==> src/rtl/core/tsg_pkg.sv <==
// Shared widths, codes and the wavelet table for the test signal generator.
// No dependencies; the RTL files refer to it by scoped names, the testbench imports it.
`timescale 1ns / 1ps

package tsg_pkg;

   // position fraction bits of the wavelet table lookup (4..16)
   localparam int POS_FRAC_BITS = 8;

   // field widths
   localparam int AMP_W      = 9;
   localparam int TC_W       = 16;
   localparam int WAVE_W     = 2;
   localparam int TIME_W     = 32;
   localparam int SIG_W      = 11;
   localparam int CSR_IDX_W  = 2;
   localparam int CSR_DATA_W = 16;
   localparam int SIG_LIMIT  = 600;

   // wavelet table: Q2.14 entries, 61 of them
   localparam int TAB_W     = 16;
   localparam int TAB_IDX_W = 6;
   localparam int TAB_LAST  = 60;
   localparam int Q_FRAC    = 14;

   // wavelet position: 7 integer bits (below 120) plus the fraction
   localparam int WAV_IDX_W = 7;
   localparam int WAV_SHIFT = 3 + POS_FRAC_BITS;

   // serial divider: quotient holds a position; remainder is as wide as tc
   localparam int DIV_Q_W   = WAV_IDX_W + POS_FRAC_BITS;
   localparam int DIV_N_W   = DIV_Q_W + TC_W;
   localparam int DIV_CNT_W = $clog2(DIV_Q_W + 1);
   localparam int WAV_DT_W  = DIV_N_W - WAV_SHIFT;

   // serial multiplier: magnitude of an interpolated value times amplitude
   localparam int MUL_M_W    = TAB_W - 1 + POS_FRAC_BITS;
   localparam int MUL_P_W    = MUL_M_W + AMP_W;
   localparam int MUL_CNT_W  = $clog2(AMP_W + 1);
   localparam int TRI_PROD_W = AMP_W + TC_W;

   // interpolated value, signed, Q(14+F)
   localparam int V_W         = TAB_W + 2 + POS_FRAC_BITS;
   localparam int SCALE_SHIFT = Q_FRAC + POS_FRAC_BITS;
   localparam int MAG_W       = MUL_P_W - SCALE_SHIFT;

   // codes
   localparam logic [WAVE_W-1:0] WAVE_TRIANGLE = 2'd1;
   localparam logic [WAVE_W-1:0] WAVE_WAVELET  = 2'd2;
   localparam logic              OP_START      = 1'b1;

   typedef enum logic [CSR_IDX_W-1:0] {
      CSR_AMPLITUDE    = 2'd0,
      CSR_TIME_CONST   = 2'd1,
      CSR_WAVE_TYPE    = 2'd2,
      CSR_DIRECTION_UP = 2'd3
   } csr_index_type;

   function automatic logic signed [TAB_W-1:0] wave_q14(input logic [TAB_IDX_W-1:0] i);
      logic signed [TAB_W-1:0] t;
      case (i)
         6'd0:  t = 16'sd10;     6'd1:  t = -16'sd8;     6'd2:  t = -16'sd28;
         6'd3:  t = -16'sd48;    6'd4:  t = -16'sd64;    6'd5:  t = -16'sd75;
         6'd6:  t = -16'sd79;    6'd7:  t = -16'sd72;    6'd8:  t = -16'sd51;
         6'd9:  t = -16'sd13;    6'd10: t = 16'sd38;     6'd11: t = 16'sd92;
         6'd12: t = 16'sd141;    6'd13: t = 16'sd175;    6'd14: t = 16'sd190;
         6'd15: t = 16'sd182;    6'd16: t = 16'sd146;    6'd17: t = 16'sd77;
         6'd18: t = -16'sd21;    6'd19: t = -16'sd139;   6'd20: t = -16'sd259;
         6'd21: t = -16'sd357;   6'd22: t = -16'sd413;   6'd23: t = -16'sd416;
         6'd24: t = -16'sd356;   6'd25: t = -16'sd228;   6'd26: t = -16'sd38;
         6'd27: t = 16'sd202;    6'd28: t = 16'sd444;    6'd29: t = 16'sd636;
         6'd30: t = 16'sd727;    6'd31: t = 16'sd709;    6'd32: t = 16'sd618;
         6'd33: t = 16'sd498;    6'd34: t = 16'sd356;    6'd35: t = 16'sd128;
         6'd36: t = -16'sd285;   6'd37: t = -16'sd908;   6'd38: t = -16'sd1602;
         6'd39: t = -16'sd2071;  6'd40: t = -16'sd1987;  6'd41: t = -16'sd1235;
         6'd42: t = -16'sd54;    6'd43: t = 16'sd1031;   6'd44: t = 16'sd1517;
         6'd45: t = 16'sd1294;   6'd46: t = 16'sd819;    6'd47: t = 16'sd863;
         6'd48: t = 16'sd1948;   6'd49: t = 16'sd3770;   6'd50: t = 16'sd5100;
         6'd51: t = 16'sd4350;   6'd52: t = 16'sd608;    6'd53: t = -16'sd5462;
         6'd54: t = -16'sd11503; 6'd55: t = -16'sd14405; 6'd56: t = -16'sd11914;
         6'd57: t = -16'sd4062;  6'd58: t = 16'sd6477;   6'd59: t = 16'sd15430;
         6'd60: t = 16'sd18930;
         default: t = '0;
      endcase
      return t;
   endfunction

endpackage

==> src/rtl/core/tsg_div.sv <==
// Restoring divider, one quotient bit per cycle, MSB first.
// Needs dividend < divisor * 2^DIV_Q_W. Depends on tsg_pkg.
`timescale 1ns / 1ps

module tsg_div (
   input  logic                          clock,
   input  logic                          reset,
   input  logic                          start,
   input  logic [tsg_pkg::DIV_N_W-1:0]   dividend,
   input  logic [tsg_pkg::TC_W-1:0]      divisor,
   output logic [tsg_pkg::DIV_Q_W-1:0]   quotient,
   output logic                          done
);

   logic [tsg_pkg::TC_W-1:0]      rem_ff, rem_in;
   logic [tsg_pkg::DIV_Q_W-1:0]   quo_ff, quo_in;
   logic [tsg_pkg::TC_W-1:0]      dvs_ff, dvs_in;
   logic [tsg_pkg::DIV_CNT_W-1:0] cnt_ff, cnt_in;
   logic                          busy_ff, busy_in;
   logic                          done_ff, done_in;
   logic [tsg_pkg::TC_W:0]        trial;
   logic [tsg_pkg::TC_W:0]        diff;
   logic                          fits;

   always_comb begin
      rem_in  = rem_ff;
      quo_in  = quo_ff;
      dvs_in  = dvs_ff;
      cnt_in  = cnt_ff;
      busy_in = busy_ff;
      done_in = 1'b0;
      // quo_ff shifts dividend bits out at the top and quotient bits in at the bottom
      trial = {rem_ff, quo_ff[tsg_pkg::DIV_Q_W-1]};
      diff  = trial - {1'b0, dvs_ff};
      fits  = (trial >= {1'b0, dvs_ff});
      if (start) begin
         rem_in  = dividend[tsg_pkg::DIV_N_W-1:tsg_pkg::DIV_Q_W];
         quo_in  = dividend[tsg_pkg::DIV_Q_W-1:0];
         dvs_in  = divisor;
         cnt_in  = tsg_pkg::DIV_CNT_W'(tsg_pkg::DIV_Q_W);
         busy_in = 1'b1;
      end else if (busy_ff) begin
         rem_in = fits ? diff[tsg_pkg::TC_W-1:0] : trial[tsg_pkg::TC_W-1:0];
         quo_in = {quo_ff[tsg_pkg::DIV_Q_W-2:0], fits};
         cnt_in = cnt_ff - 1'b1;
         if (cnt_ff == tsg_pkg::DIV_CNT_W'(1)) begin
            busy_in = 1'b0;
            done_in = 1'b1;
         end
      end
   end

   always_ff @(posedge clock) begin
      if (reset) begin
         cnt_ff  <= '0;
         busy_ff <= 1'b0;
         done_ff <= 1'b0;
      end else begin
         cnt_ff  <= cnt_in;
         busy_ff <= busy_in;
         done_ff <= done_in;
      end
   end

   always_ff @(posedge clock) begin
      rem_ff <= rem_in;
      quo_ff <= quo_in;
      dvs_ff <= dvs_in;
   end

   assign quotient = quo_ff;
   assign done     = done_ff;

endmodule

==> config.mk <==
export PLATFORM = sky130hd
export DESIGN_NAME = tsg_div
export DESIGN_NICKNAME = d
export VERILOG_FILES = /design/src/rtl/core/tsg_pkg.sv /design/src/rtl/core/tsg_div.sv
export SDC_FILE = /design/constraint.sdc
export NUM_CORES = 1
export LEC_CHECK = 0
export BUFFER_PORTS_ARGS = -buffer_cell sky130_fd_sc_hd__buf_4
export CAP_MARGIN = 5
export CORE_ASPECT_RATIO = 0.9
export CORE_MARGIN = 2
export CORE_UTILIZATION = 40
export CTS_CLUSTER_SIZE = 30
export DETAILED_ROUTE_END_ITERATION = 6
export HOLD_SLACK_MARGIN = 0.12
export PLACE_DENSITY = 0.64
export SKIP_LAST_GASP = 1
export SLEW_MARGIN = 20
export SYNTH_ARGS = -nofsm -noshare
export SYNTH_HDL_FRONTEND = slang
export SYNTH_SLANG_ARGS = --single-unit
==> constraint.sdc <==
create_clock -name clock -period 3.9 [get_ports clock]
set_clock_uncertainty 0.1 [all_clocks]
set_input_delay 0.39 -clock clock [delete_from_list [all_inputs] [get_ports clock]]
set_output_delay 0.39 -clock clock [all_outputs]
set_load 0.02 [all_outputs]
======== Yosys cells after proc, flatten, opt, wreduce, memory -nomap -nowiden ========
Index checks and enable logic that the tools add are counted.
word-level totals
  flip-flop bits (word level) ............. 53
  bits in latches ......................... 0
  bits in writable memories ............... 0
  ROM bits ................................ 0
  memories ................................ 0
operators by class
  add/sub/neg operators ................... 2
  multiply operators ...................... 0
  divide/modulo/power cells ............... 0
  order comparisons ....................... 1
  equal/unequal tests ..................... 1
  shift operators ......................... 0
  muxes and demuxes ....................... 11
  bitwise operators ....................... 1
  reductions and logical operators ........ 2
operator list
  kind                                                                   count
  16-bit two-way mux                                                     3
  15-bit two-way mux                                                     2
  17-bit by 16-bit >= comparator with 1-bit output                       1
  16-bit subtractor                                                      1
  4-bit two-way mux                                                      2
  4-bit by 1-bit equality test with 1-bit output, second input constant  1
  1-bit two-way mux                                                      4
  4-bit by 1-bit subtractor with 4-bit output, second input constant     1
  3-bit OR reduction                                                     1
  2-bit nonzero test                                                     1
  1-bit inverter                                                         1

======== Logic depth before layout (Yosys ltp) ========
  depth in word-level cells ............... 4
  gate-level depth with buffers ........... 11
  gate-level depth less buffers ........... 11

======== Worst setup path after synthesis ========
No wires, ideal clock.
  kind .................................... reg-to-reg
  from .................................... register quo_ff (netlist bit quotient[14])
  to ...................................... register rem_ff[12] (netlist bit) (data pin)
  setup time .............................. 0.260 ns
  arrival ................................. 2.474 ns
  slack ................................... 1.066 ns
  stages on the path, launching flop included .. 12
  clock period less this slack ............ 2.834 ns
  cells stage by stage .................... edfxtp_1 -> inv_1 -> ha_1 -> inv_1 -> fa_1 -> a21o_1 -> a31oi_2 -> o22ai_2 -> o41ai_4 -> xnor2_1 -> mux2_2 -> mux2_2
on the way
  cells in the longest elaborated chain, start to end .. 4
  elaborated cells between the ends (all ways) .. 5
  those cells by class .................... add/sub: 1; order compare: 1; mux: 3
RTL lines
  item                                                                                   RTL line                      RTL
  start: declaration                                                                     tsg_div.sv:16                 logic [tsg_pkg::DIV_Q_W-1:0] quo_ff, quo_in;
  start signal: assignment                                                               tsg_div.sv:67                 quo_ff <= quo_in;
  16-bit subtractor or 17-bit by 16-bit >= comparator with 1-bit output (tied branches)  tsg_div.sv:34, tsg_div.sv:35
  16-bit two-way mux *                                                                   tsg_div.sv:43                 rem_in = fits ? diff[tsg_pkg::TC_W-1:0] : trial[tsg_pkg::TC_W-1:0];
  16-bit two-way mux *                                                                   tsg_div.sv:42                 end else if (busy_ff) begin
  16-bit two-way mux *                                                                   tsg_div.sv:36                 if (start) begin
  named net rem_in, one bit                                                              tsg_div.sv:15                 logic [tsg_pkg::TC_W-1:0] rem_ff, rem_in;
  end signal: assignment                                                                 tsg_div.sv:66                 rem_ff <= rem_in;
  end: declaration                                                                       tsg_div.sv:15
Mark *: on every way through the listed nets, which the timed path passes. The rest lies on a longest branch. The select of a mux whose other input is x is not followed.
A chain may end at the register's enable or synchronous reset.

======== Worst setup path in the final report ========
  from .................................... register rem_ff[7] (netlist bit)
  to ...................................... register rem_ff[14] (netlist bit) (data pin)
on the way
  cells in the longest elaborated chain, start to end .. 4
  elaborated cells between the ends (all ways) .. 5
  those cells by class .................... add/sub: 1; order compare: 1; mux: 3
RTL lines
  item                                                                                   RTL line
  16-bit subtractor or 17-bit by 16-bit >= comparator with 1-bit output (tied branches)  tsg_div.sv:34, tsg_div.sv:35
  16-bit two-way mux *                                                                   tsg_div.sv:43
  16-bit two-way mux *                                                                   tsg_div.sv:42
  16-bit two-way mux *                                                                   tsg_div.sv:36
  named net rem_in, one bit                                                              tsg_div.sv:15
Marks and branches as above.

==> results.json <==
{
  "register_area_sq_um": 1531,
  "multiInputGateArea_sq_um": 1381,
  "min_path_type": "in2reg",
  "postCtsSetupBuffers": 0,
  "route.vias.total": 2210,
  "postCtsResizedCells": 0,
  "crit_path_start_kind": "register",
  "cp.required_ps": 3870,
  "seq_area_frac_synth_pct": 50.10,
  "grt_start_max_net_pins": 69,
  "cts_buffer_depth": 2,
  "power_density_nw_per_um2": 601.6,
  "crit_path_frequent_cell": "mux2_2",
  "die_w_um": 96.15,
  "finalSetupViolations": 0,
  "dp_hpwl_mm": 4.423,
  "finalHoldViolCount": 0,
  "placed_area_sq_um": 3615,
  "drcViolationCount": 0,
  "grt-ovfl-total": 0,
  "synth_nets": 340,
  "rr_worst_depth": 7,
  "leakagePower_nw": 1.571,
  "placedCellCount": 421,
  "yosys_warnings": 0,
  "r2r_setup_slack_ps": 810,
  "start_util_pct": 40.92,
  "grt_antenna_before_repair": 0,
  "maxCapViolCount": 0,
  "syn_to_final_growth_pct": 21.74,
  "critical_path_arrival_ps": 3060,
  "syn_inst": 271,
  "syn-mean-instance-area_sq_um": 11.28,
  "hp-start": "divisor[11]",
  "r2r-end": "rem_ff[14]",
  "worstMarginPinSlew_ps": 890.6,
  "rows": 30,
  "grtUsageTotal_pct": 15.36,
  "synth_edf_count": 47,
  "clkSlewWorstSetupHoldPaths_ps": 100,
  "drt_first_iter_violations": 126,
  "grt_pass1_wl_mm": 10.07,
  "cts_tree": "done",
  "firstDrtPassIters": 4,
  "cts_root_buf": "clkbuf_8",
  "r2r_start": "rem_ff[7]",
  "io_buffer_count": 65,
  "globalplace.congestion": 0.8742,
  "netlist_area_sq_um": 3057,
  "cp-startpoint": "rem_ff[7]",
  "critPathKind": "reg2reg",
  "synth-seq-cells": 53,
  "detail-route-antenna-nets": 0,
  "core_area_sq_um": 7470,
  "synthFlopType": "edfxtp_1",
  "cpMaxStageDelayCell": "a21oi_2",
  "final.fill_count": 682,
  "tns_ps": 0,
  "die_h_um": 86.93,
  "cp_top_family": "compound AO/OA/AOI/OAI gates",
  "fp.dieArea_sq_um": 8358,
  "htreeDepth": 2,
  "cts_made_buffers": 5,
  "fin_nets": 401,
  "cts_sinks": 53,
  "ir_worst_vdd_uv": 247.8,
  "drive_gt1_share_pct": 29.73,
  "holdPathEnd": "dvs_ff[11]",
  "clock_latency_ps": 310,
  "finalCritPeriodShare_pct": 79.19,
  "diodes": 0,
  "final_common_cell": "buf_4",
  "async_flop_share_pct": 0,
  "cpPeakStageDelay_ps": 730,
  "crit_buf_inv": 0,
  "endpoint_kind": "register",
  "synthDistinctLibCells": 44,
  "drv_slew": 0,
  "status": "finished, final reports clean",
  "wl_mm": 6.126,
  "wire_per_inst_um": 14.28,
  "crit_fanout": 14,
  "cp_cell_sequence": "ha_1 -> nand2_1 -> o31ai_1 -> a211oi_2 -> a21oi_2 -> mux2_2 -> mux2_2",
  "rsz0062_at_grt": "no",
  "grt_pass1_vias": 2227,
  "num_io_pins": 66,
  "final_cell_area_sq_um": 3721,
  "final_cell_mix": "66 x buf_4, 47 x edfxtp_1, 23 x inv_1",
  "viasPerCell": 5.152,
  "hold_depth": 1,
  "max_freq_mhz": 323.8,
  "fin_crit_ps": 3088,
  "finalPower_mw": 2.239,
  "max_slew_margin_pct": 40.63,
  "layout.cells.non_filler": 429,
  "cts_hold_buf": 0
}
-- synth_stat cells (all sizes together) (2+ instances only) --
cell type  instances  share of area, %
edfxtp            47                46
inv               23               2.8
nand2             22               2.7
nor2              22               2.7
mux2              20               7.4
ha                18               7.4
o21ai             18               2.9
a21oi             15               2.6
xnor2             14               4.0
mux2i              8               2.6
clkbuf             7              0.86
dfxtp              6               3.9
buf                5               1.0
a31oi              4               1.0
a21o               3              0.74
a221o              3              0.98
nand3              3              0.49
nor3b              3              0.74
o211ai             3              0.74
xor2               3              0.86
nand2b             2              0.41
nand4              2              0.41
nor2b              2              0.41
o221ai             2              0.57
or2                2              0.41
-- worst max path at each step --
stage | endpoint | depth (start not counted)
after floorplan | rem_ff[12] | 11
after global placement | rem_ff[12] | 7
after detailed placement | rem_ff[14] | 7
after CTS | rem_ff[14] | 7
after global routing | rem_ff[11] | 7
final | rem_ff[14] | 7
-- report_power, final --
group / switching (mW) / total, mW / internal [mW] / leakage (nW)
sequential: 0.0571 / 0.814 / 0.757 / 0.521
clock: 0.190 / 0.359 / 0.169 / 0.0540
combinational: 0.564 / 1.07 / 0.502 / 0.997
-- cell type report --
| type | instances | area share, % |
|---|---|---|
| Sequential cell | 53 | 41.16 |
| Multi-Input combinational cell | 183 | 37.12 |
| Timing Repair Buffer | 66 | 13.32 |
| Tap cell | 96 | 3.228 |
| Clock buffer | 7 | 2.623 |
| Inverter | 23 | 2.320 |
| Clock inverter | 1 | 0.2354 |
-- kinds of logic (layout without fill, tap and decap cells) --
logic type / count (synthesis) / in the layout / synth area share (%)
and+or+nand+nor: 60 / 60 / 8.718
buffers and inverters: 35 / 97 / 4.707
AOI/OAI and AO/OA: 59 / 59 / 13.59
DFF: 53 / 53 / 50.10
muxes: 28 / 28 / 9.988
xor gates and xnor gates: 17 / 17 / 4.871
adders and majority gates: 19 / 19 / 8.023
-- metal layers --
| layer | track usage [%] | up-vias | routed length, um |
|---|---|---|---|
| met5 | 0 | - | 0 |
| met1 | 21.09 | 1042 | 2914 |
| met4 | 4.156 | 0 | 61 |
| met2 | 24.05 | 58 | 2792 |
| li1 | - | 1104 | - |
| met3 | 4.069 | 6 | 357 |
-- state kept, by name, summed over array words and instances (netlist names) --
register,count
quotient,15
rem_ff,16
cnt_ff,4
done,1
dvs_ff,16
busy_ff,1
-- through the flow --
stage	setup WS [ps]	hold slack, ps	util (%)
floorplan	1066	362.4	-
global placement	893.5	460.1	48.39
detailed placement	807.2	465.9	48.39
CTS	808.2	138.7	49.82
global route	608.4	126.7	49.82
finish	811.6	148.8	49.82
-- worst register-to-register path, stage by stage (launching register included) --
cell	delay (ps)
edfxtp_1	410
ha_1	410
nand2_1	120
o31ai_1	310
a211oi_2	110
a21oi_2	730
mux2_2	410
mux2_2	260
(Power assumes the default switching activity.)
